## src/hw/rtl/las_pkg.sv

```systemverilog
`timescale 1ns / 1ps
// ----------------------------------------------------------------------------
// Local alignment score package
// Shared widths, codes, reset values and the word carried down the cell chain.
// ----------------------------------------------------------------------------
package las_pkg;

	// Field widths
	localparam int BASE_W  = 8;
	localparam int SCORE_W = 12;
	localparam int CFG_W   = 4;
	localparam int CIDX_W  = 2;
	// Signed width for one cell update: score plus a 4-bit term, with sign
	localparam int CALC_W  = SCORE_W + 2;

	localparam logic [SCORE_W-1:0] SCORE_MAX = SCORE_W'(4095);

	// Default query store depth
	localparam int DEF_MAX_QUERY = 256;

	// Item kinds
	localparam logic KIND_QUERY  = 1'b0;
	localparam logic KIND_TARGET = 1'b1;

	// Configuration register indexes
	localparam logic [CIDX_W-1:0] CFG_MATCH    = 2'd0;
	localparam logic [CIDX_W-1:0] CFG_MISMATCH = 2'd1;
	localparam logic [CIDX_W-1:0] CFG_GAP      = 2'd2;

	// Configuration reset values, half-units
	localparam logic [CFG_W-1:0] MATCH_RST    = 4'd4;
	localparam logic [CFG_W-1:0] MISMATCH_RST = 4'd1;
	localparam logic [CFG_W-1:0] GAP_RST      = 4'd2;

	typedef struct packed {
		logic [CFG_W-1:0] match_bonus;
		logic [CFG_W-1:0] mismatch_penalty;
		logic [CFG_W-1:0] gap_penalty;
	} cfg_t;

	// Word handed from cell to cell. For a query word, wr marks a store write
	// at the position carried beside it; for a target word, the position carried
	// beside it is the active query length.
	typedef struct packed {
		logic               valid;
		logic               kind;
		logic               last;
		logic               wr;
		logic [BASE_W-1:0]  base;
		logic [SCORE_W-1:0] diag;
		logic [SCORE_W-1:0] up;
		logic [SCORE_W-1:0] best;
	} tok_t;

endpackage

```

## src/hw/rtl/las_cell.sv

```systemverilog
`timescale 1ns / 1ps
// ----------------------------------------------------------------------------
// Local alignment score cell
// Holds one query character and one score column entry; updates the entry
// from each passing target word whose query length covers this cell, and hands the word to the next cell.
// ----------------------------------------------------------------------------
module las_cell
	import las_pkg::*;
#(
	parameter int MAX_QUERY = DEF_MAX_QUERY,
	parameter int CELL_IDX  = 0,
	parameter int POS_W     = $clog2(MAX_QUERY + 1)
) (
	input  logic             clk,
	input  logic             arst_n,
	input  cfg_t             cfg,
	input  tok_t             tok_in,
	input  logic [POS_W-1:0] pos_in,
	output tok_t             tok_out,
	output logic [POS_W-1:0] pos_out
);

	localparam logic [POS_W-1:0] MY_POS = POS_W'(CELL_IDX);

	logic [BASE_W-1:0]        qchar_q;
	logic [SCORE_W-1:0]       h_q;
	logic                     valid_q;
	tok_t                     word_q;
	logic [POS_W-1:0]         pos_q;

	logic                     hit;
	logic                     load;
	logic                     clr;
	logic signed [CALC_W-1:0] diag_c;
	logic signed [CALC_W-1:0] up_c;
	logic signed [CALC_W-1:0] left_c;
	logic signed [CALC_W-1:0] m1;
	logic signed [CALC_W-1:0] m2;
	logic signed [CALC_W-1:0] m3;
	logic [SCORE_W-1:0]       h_new;
	logic [SCORE_W-1:0]       best_new;
	tok_t                     word_d;

	// Decode what this word does to the cell
	assign hit  = tok_in.valid && (tok_in.kind == KIND_TARGET) && (pos_in > MY_POS);
	assign clr  = tok_in.valid && (tok_in.kind == KIND_QUERY);
	assign load = clr && tok_in.wr && (pos_in == MY_POS);

	// Cell score: best of zero, diagonal plus pair score, and the two gaps
	always_comb begin
		diag_c = $signed(CALC_W'(tok_in.diag));
		if (qchar_q == tok_in.base) begin
			diag_c = diag_c + $signed(CALC_W'(cfg.match_bonus));
		end else begin
			diag_c = diag_c - $signed(CALC_W'(cfg.mismatch_penalty));
		end
		up_c   = $signed(CALC_W'(tok_in.up)) - $signed(CALC_W'(cfg.gap_penalty));
		left_c = $signed(CALC_W'(h_q)) - $signed(CALC_W'(cfg.gap_penalty));
		m1 = (diag_c > $signed(CALC_W'(0))) ? diag_c : $signed(CALC_W'(0));
		m2 = (up_c > m1) ? up_c : m1;
		m3 = (left_c > m2) ? left_c : m2;
		// Saturate at the top of the score range
		if (m3 > $signed(CALC_W'(SCORE_MAX))) begin
			h_new = SCORE_MAX;
		end else begin
			h_new = m3[SCORE_W-1:0];
		end
		best_new = (h_new > tok_in.best) ? h_new : tok_in.best;
	end

	// Store the query character; no reset, a cell is read only once written
	always_ff @(posedge clk) begin
		if (load) begin
			qchar_q <= tok_in.base;
		end
	end

	// Score column entry: clear on a query word and at end of target
	always_ff @(posedge clk or negedge arst_n) begin
		if (!arst_n) begin
			h_q     <= '0;
			valid_q <= 1'b0;
		end else begin
			valid_q <= tok_in.valid;
			if (clr) begin
				h_q <= '0;
			end else if (hit) begin
				h_q <= tok_in.last ? '0 : h_new;
			end
		end
	end

	// Pass the word through, carrying this cell's scores on a target hit
	always_comb begin
		word_d = tok_in;
		if (hit) begin
			word_d.diag = h_q;
			word_d.up   = h_new;
			word_d.best = best_new;
		end
	end

	// Advance the word to the next cell
	always_ff @(posedge clk) begin
		word_q <= word_d;
		pos_q  <= pos_in;
	end

	always_comb begin
		tok_out       = word_q;
		tok_out.valid = valid_q;
	end

	assign pos_out = pos_q;

endmodule

```

## config.mk

```make
export PLATFORM = sky130hd
export DESIGN_NAME = las_cell
export DESIGN_NICKNAME = d
export VERILOG_FILES = /design/src/hw/rtl/las_pkg.sv /design/src/hw/rtl/las_cell.sv
export SDC_FILE = /design/constraint.sdc
export NUM_CORES = 1
export LEC_CHECK = 0
export BUFFER_PORTS_ARGS = -buffer_cell sky130_fd_sc_hd__buf_2
export CAP_MARGIN = 30
export CORE_MARGIN = 4
export CORE_UTILIZATION = 54
export DETAILED_ROUTE_END_ITERATION = 12
export GPL_ROUTABILITY_DRIVEN = 0
export HOLD_SLACK_MARGIN = 0.02
export PLACE_DENSITY = 0.89
export SYNTH_ARGS = -nofsm -noshare
export SYNTH_HDL_FRONTEND = slang
export SYNTH_SLANG_ARGS = --single-unit
```

## constraint.sdc

```tcl
create_clock -name clk -period 8.52 [get_ports clk]
set_input_delay 1.278 -clock clk [delete_from_list [all_inputs] [get_ports clk]]
set_output_delay 1.278 -clock clk [all_outputs]
set_load 0.01 [all_outputs]
```

==> results of run 1 <==
[through the flow]
stage               instances  cell area [um^2]
finish                    887              6280
floorplan                 605              5140
CTS                       884              6230
detailed placement        868              6050
global placement          866              6030
global route              887              6280
[power groups by stage]
stage,Clock [mW],Combinational [mW],Sequential (mW)
finish,0.254,1.75,0.513
global route,0.271,1.92,0.523
CTS,0.258,1.68,0.512
detailed placement,0,1.66,0.520
global placement,0,1.57,0.517
floorplan,0,1.02,0.545
[registers in the layout (all words and copies together), names as in the netlist]
register  count
valid_q       1
pos_out       9
h_q          12
qchar_q       8
tok_out      47
[worst max-delay path, delay by kind of cell]
| kind | cells | cell delay [ns] |
|---|---|---|
| AND/OR/NAND/NOR | 9 | 2.57 |
| XOR/XNOR | 1 | 0.30 |
| multiplexers | 2 | 0.48 |
| buffers and inverters | 5 | 0.66 |
| adder cells (fa/ha/maj) | 5 | 1.32 |
| AO/OA/AOI/OAI | 9 | 2.00 |
[logic make-up (layout without fill, tap and decap cells)]
family | Yosys count | count (layout) | synth area share [%]
compound gates | 151 | 151 | 20.4
xor+xnor | 22 | 22 | 3.75
fa+ha+maj | 58 | 58 | 14.7
buf+inv | 54 | 207 | 4.26
flops | 77 | 77 | 32.8
mux | 7 | 7 | 1.46
other cells | 1 | 1 | 0.0730
simple gates | 235 | 235 | 22.5
[metal layers]
| layer | share of wire [%] | routed length (um) | vias up |
|---|---|---|---|
| met5 | 0 | 0 | - |
| met4 | 6.0 | 980 | 0 |
| met3 | 11 | 1730 | 116 |
| met2 | 47 | 7690 | 427 |
| met1 | 36 | 5840 | 2520 |
| li1 | - | - | 2509 |
[path summary, 6_finish.rpt]
check | endpoint | slack [ns] | depth (start not counted)
setup / recovery | tok_out[8]$_DFF_P_ | 0.20 | 31
hold / removal | tok_out[26]$_DFF_P_ | 0.53 | 2
setup reg to reg | tok_out[8]$_DFF_P_ | 1.29 | 29
hold reg to reg | tok_out[26]$_DFF_P_ | 0.53 | 2
max in group asynchronous | h_q[8]$_DFFE_PN0P_ | 7.47 | 1
min in group asynchronous | h_q[2]$_DFFE_PN0P_ | 0.80 | 1
[synth_stat cells (5+ instances only)]
| cell type | n |
|---|---|
| a211oi_1 | 12 |
| dfxtp_1 | 56 |
| or3_1 | 9 |
| o21ai_0 | 31 |
| and4_1 | 5 |
| nand3_1 | 13 |
| dfrtp_1 | 13 |
| edfxtp_1 | 8 |
| xnor2_1 | 14 |
| nor4_1 | 7 |
| and2_1 | 5 |
| a21oi_1 | 22 |
| a21o_1 | 5 |
| nor2_1 | 43 |
| o21a_1 | 8 |
| ha_1 | 54 |
| nor3_1 | 12 |
| nand2b_1 | 9 |
| inv_1 | 38 |
| clkbuf_1 | 12 |
| nor2b_1 | 6 |
| nand2_1 | 95 |
| xor2_1 | 8 |
| nor4b_1 | 5 |
| nand4_1 | 9 |
| o31ai_1 | 27 |
[final cells by class]
type | instances | area [um^2]
multi-input combinational | 474 | 3250
fill | 723 | 2960
sequential | 77 | 1690
timing repair buffer | 153 | 861
tap | 129 | 161
inverter | 38 | 143
clock buffer | 9 | 124
clock inverter | 7 | 50.0
[what timing repair did]
| item | 4_1_cts | 5_1_grt |
|---|---|---|
| gates resized for setup | 0 | 4 |
| setup buffers | 0 | 3 |
| endpoints found under the setup margin | 0 | 12 |
[cells in the final DEF (no fill, tap or decap), types with 10 or more instances in the layout]
master and n:
buf_2 128, nand2_1 95, dfxtp_1 56, ha_1 54, nor2_1 42, inv_1 38, o21ai_0 31, o31ai_1 26
a21oi_1 22, buf_4 22, xnor2_1 14, nand3_1 13, dfrtp_1 13, nor3_1 12, a211oi_1 10
==> results by group, run 1 <==
Logic synthesis
  • Count of flip-flops with a built-in enable after synthesis: 8
  • Prevailing post-synth register cell: dfxtp_1
  • Area contributors post-synth: dfxtp_1, ha_1, nand2_1
  • Portion of the post-synthesis area used by sequential elements: 32.8%
  • Area share of the leading cell type in the synthesized netlist: 21.8%
  • Post-synth top area cell: dfxtp_1
  • Unique cell type count in the Yosys netlist: 66
  • Synthesized netlist cell count: 605
  • Mean instance size in the synthesized netlist: 8.49 um^2
  • Ys async rst share: 16.9%
  • Post-synth net total: 734
  • Post-synthesis cell area: around 0.0051 mm^2
  • Ys Warns: 0
  • Count of state elements after synthesis: 77

Cells and area
  • Area grow syn2layout: 22.2%
  • Number of nets in the layout: 882
  • Number of antenna repair diodes: 0
  • Core utilization of the finished layout: 67.9%
  • Fraction of final layout cells with drive strength greater than 1: approximately a quarter

Floorplanning
  • Area of the die: 0.0111 mm^2
  • Placeable core region: 0.00924 mm^2
  • Vertical extent of the die: 106 um
  • Std cell rows: 35
  • I/O Pins: 128
  • Initial Util: a little under three fifths
  • Horizontal die dimension: 106 um

Timing
  • Setup TNS Final: 0 ns
  • Slew @ Worst Pin: 0.849 ns
  • Max-slew violation count: 0
  • Setup slack of the critical path after layout: slightly below 0.2 ns
  • Highest clock frequency the design can meet: ~0.12 GHz
  • Final setup violation count: 0
  • Post-route clock skew: 0.0110 ns
  • Tightest slew margin relative to the limit: a little over two fifths
  • Final count of hold timing violations: 0
  • Worst-case hold slack: 0.533 ns
  • Fin crit period: about 8.3 ns
  • Final critical-path share of the clock period: 97.7%

GRT
  • Met3 Usage GRT: 6.74%
  • Wire length of the first global-routing pass: 26100 um
  • Initial antenna violation count: 0
  • Most Crowded Layer GR: met2
  • Number of global-route vias before repair: approximately 5.6k
  • Met2 Track Usage GR: 48.1%
  • Global-route met1 utilization: 33.8%
  • Maximum number of pins on one net before global-route repair: 24
  • Total grt overflow: 0
  • Global routing usage summed across all routing layers: 28.7%

Pwr
  • Ratio of total power to cell area: 401 mW/mm^2
  • Net Sw Power: 1.25 mW
  • Internal portion of total power: 1.27 mW
  • Maximum vdd drop: ~0.26 mV
  • Leak: 3.00 nW
  • Clock network power share: roughly a tenth
  • Total Power Consumption: around 2.5 mW
  • Portion of total power attributed to combinational logic: between 60 and 70%
  • Seq pwr share: 20.4%
  • Sw Ratio: 49.5%

Critical path
  • Critical-path top delay cell: a211oi_1
  • Cell occurring most often along the worst timing path: ha_1
  • Crit path required time: approximately 9 ns
  • Signal arrival time at the worst endpoint: 8.57 ns
  • Reg-to-Reg Start: qchar_q[3]$_DFFE_PP_
  • Critical Path End Type: register
  • Crit-path max cell delay: between 0.5 and 0.6 ns
  • Biggest fanout along the worst timing path: 15
  • Critical Path Start Type: input pin
  • Critical path origin: tok_in[12]
  • Path type of the worst setup path: input pin to register

Detailed routing
  • Vias per std cell: roughly 6.3
  • Average routed wire per standard cell: 18.3 um
  • Count of nets left with antenna violations after detail routing: 0
  • Drt total wl: 16200 um
  • Number of detailed-route iterations in the first pass: 6
  • Number of remaining DRC errors: 0
  • DR iter-0 viols: 783
  • Vias: 5572

Clocking
  • Total clock buffers created by CTS: 9
  • Cts-stage hold buffer count: 0
  • Clock latency on the worst-skew pair: 0.36 ns
  • Clk sinks: 77
  • CTS H-tree lvls: 3
  • Root buf cell: clkbuf_8
  • Maximum buffer depth of the clock tree: 2
  • Clk pin slew, worst setup/hold paths: 0.09 ns
  • Clock tree from TritonCTS: built

Place
  • DPL Wire Length: between 10000 and 15000 um
  • Setup WS pre-CTS: 0.00774 ns
  • Port buffer count: 127

Run status
  • Outcome: finished, final reports clean

Run
  • Max-capacitance violation count: 0

Min path
  • Min-delay src: h_q[2]$_DFFE_PN0P_
  • Worst min-delay path class: register to register
Note: power is estimated with default switching activity, not from simulation.
==> inputs of run 2 (changes only) <==
--- a/config.mk
+++ b/config.mk
@@ -7,7 +7,7 @@
 export LEC_CHECK = 0
 export BUFFER_PORTS_ARGS = -buffer_cell sky130_fd_sc_hd__buf_2
 export CAP_MARGIN = 30
-export CORE_MARGIN = 4
+export CORE_MARGIN = 3
 export CORE_UTILIZATION = 54
 export DETAILED_ROUTE_END_ITERATION = 12
 export GPL_ROUTABILITY_DRIVEN = 0
==> run 2 against run 1 <==
  * Clock skew decreased by 0.0052 ns
  * Largest cell class unchanged
  * Total power decreased by 1.3%
  * Critical path type unchanged
  * Count of clock-buffer cells in the layout unchanged
  * Flip-flop and latch count unchanged
  * Largest power group unchanged
  * Die area decreased by 3.8%
  * Clock power increased by 13%
  * First-iteration DRC count decreased by 27%
==> results by group, run 2 (synthesized netlist as in run 1, its figures left out) <==
Run status
  • Outcome: finished, final reports clean

Pwr
  • Total Power Consumption: around 2.5 mW
  • Ratio of total power to cell area: 397 mW/mm^2
  • Maximum vdd drop: 0.228 mV
  • Leak: 2.99 nW

Critical path
  • Cell occurring most often along the worst timing path: o21ai_0
  • Critical-path top delay cell: o221a_2
  • Path type of the worst setup path: input pin to register
  • Critical Path End Type: register
  • Critical Path Start Type: input pin
  • Total buffers and inverters traversed by the critical path: 6
  • Crit-path max cell delay: between 0.4 and 0.5 ns
  • Cell class contributing the biggest share of worst-path delay: compound AO/OA/AOI/OAI gates
  • Crit path required time: 8.76 ns
  • Biggest fanout along the worst timing path: 12
  • Signal arrival time at the worst endpoint: 8.34 ns

Place
  • Cell area reported after detailed placement: 0.00600 mm^2
  • Setup WS pre-CTS: 0.0508 ns
  • DPL Wire Length: 12300 um
  • Port buffer count: 127
  • Placed cell count: 860

Timing
  • Slew @ Worst Pin: 0.911 ns
  • Post-route clock skew: 0.00583 ns
  • Worst-case hold slack: about 0.55 ns
  • Highest clock frequency the design can meet: 0.124 GHz
  • Setup slack of the critical path after layout: 0.423 ns
  • Setup TNS Final: 0 ns
  • Final critical-path share of the clock period: 95.0%
  • Final count of hold timing violations: 0
  • Unrepaired setup endpoints after global routing: false
  • Tightest slew margin relative to the limit: between 30% and 40%
  • Final setup violation count: 0
  • Fin crit period: 8.10 ns
  • Max-slew violation count: 0

Detailed routing
  • Number of remaining DRC errors: 0
  • Count of nets left with antenna violations after detail routing: 0
  • Vias per std cell: approximately 6.2
  • Number of detailed-route iterations in the first pass: 8
  • DR iter-0 viols: ~570
  • Vias: between 5k and 6k
  • Average routed wire per standard cell: 18.0 um
  • Drt total wl: approximately 16000 um

Min path
  • Worst min-delay path class: register to register

Floorplanning
  • Vertical extent of the die: 104 um
  • Placeable core region: 0.00898 mm^2
  • Area of the die: 0.0107 mm^2
  • Initial Util: between 50% and 60%
  • I/O Pins: approximately 130
  • Std cell rows: 34
  • Horizontal die dimension: 104 um

Clocking
  • Maximum buffer depth of the clock tree: 2
  • Clk sinks: 77
  • Root buf cell: clkbuf_8
  • Total clock buffers created by CTS: 9
  • Clk pin slew, worst setup/hold paths: around 0.090 ns
  • Clock latency on the worst-skew pair: around 0.36 ns
  • Clock tree from TritonCTS: built
  • CTS H-tree lvls: 3
  • Cts-stage hold buffer count: 0

Cells and area
  • Most frequent cells in the layout: buf_2, nand2_1, dfxtp_1, ha_1, nor2_1
  • Number of fill cells: 695
  • Number of flip-flops in the largest register: 47
  • Final Non-Filler Cells: between 800 and 900
  • Summed area of non-filler cells in the final layout: 0.00626 mm^2
  • Area grow syn2layout: 21.8%
  • Core utilization of the finished layout: between 60% and 70%
  • Number of nets in the layout: 877
  • Number of antenna repair diodes: 0
  • Fraction of final layout cells with drive strength greater than 1: 25.6%
  • Leading cell type in the layout, fill and taps excluded: buf_2

GRT
  • Initial antenna violation count: 0
  • Number of global-route vias before repair: 5443
  • Global routing usage summed across all routing layers: between 20 and 30%
  • Wire length of the first global-routing pass: 25400 um
  • Maximum number of pins on one net before global-route repair: 24
  • Total grt overflow: 0

Run
  • Max-capacitance violation count: 0
-- run 2: changes by cell type in the layout (fill, tap and decap cells not counted), moves of 2 or more --
cell	before	now
buf_12	2	0
clkinvlp_4	2	0
buf_4	22	19
clkinv_4	1	3
-- run 2: worst paths after layout --
| kind | startpoint | endpoint | slack (ns) | cells after the start |
|---|---|---|---|---|
| worst max-delay path | tok_in[24] | tok_out[2]$_DFF_P_ | 0.42 | 35 |
| worst min-delay path | h_q[3]$_DFFE_PN0P_ | tok_out[27]$_DFF_P_ | 0.55 | 2 |
| worst max register to register | qchar_q[3]$_DFFE_PP_ | tok_out[2]$_DFF_P_ | 1.28 | 31 |
| worst min register to register | h_q[3]$_DFFE_PN0P_ | tok_out[27]$_DFF_P_ | 0.55 | 2 |
| max in group asynchronous | arst_n | h_q[10]$_DFFE_PN0P_ | 7.45 | 1 |
| min in group asynchronous | arst_n | h_q[2]$_DFFE_PN0P_ | 0.81 | 1 |
-- run 2: what timing repair did --
action	4_1_cts	5_1_grt
resized for setup	0	9
setup buffers	0	3
setup endpoints to repair	0	12
-- run 2: power by group --
part	internal [mW]	switching, mW	total, mW	leakage (nW)
Clock	0.137	0.150	0.287	0.104
Combinational	0.675	1.01	1.68	2.17
Sequential	0.461	0.0528	0.514	0.717
Total	1.27	1.21	2.48	2.99
-- run 2: cell type report --
type | count | area, um^2 | share of cell area [%]
Inverter | 38 | 143 | 2.28
Clock inverter | 7 | 75.1 | 1.20
Multi-Input combinational cell | 474 | 3270 | 52.3
Sequential cell | 77 | 1690 | 27.0
Tap cell | 126 | 158 | 2.52
Timing Repair Buffer | 148 | 798 | 12.8
Clock buffer | 9 | 124 | 1.98
-- run 2: worst reg2reg max path, delay by kind of cell (launching register included) --
kind                       cells  cell delay [ns]
AOI/OAI and AO/OA             15             3.15
and+or+nand+nor                7             1.65
adders and majority gates      3             0.84
buffers and inverters          5             0.81
DFF                            1             0.41
xor gates and xnor gates       1             0.23
-- run 2: layer usage --
metal	vias to the layer above	routed length (um)	track usage (%)
met4	0	734	13.4
met1	2499	6020	34.4
li1	2491	-	-
met3	84	1640	7.03
met5	-	0	0
met2	397	7440	47.8
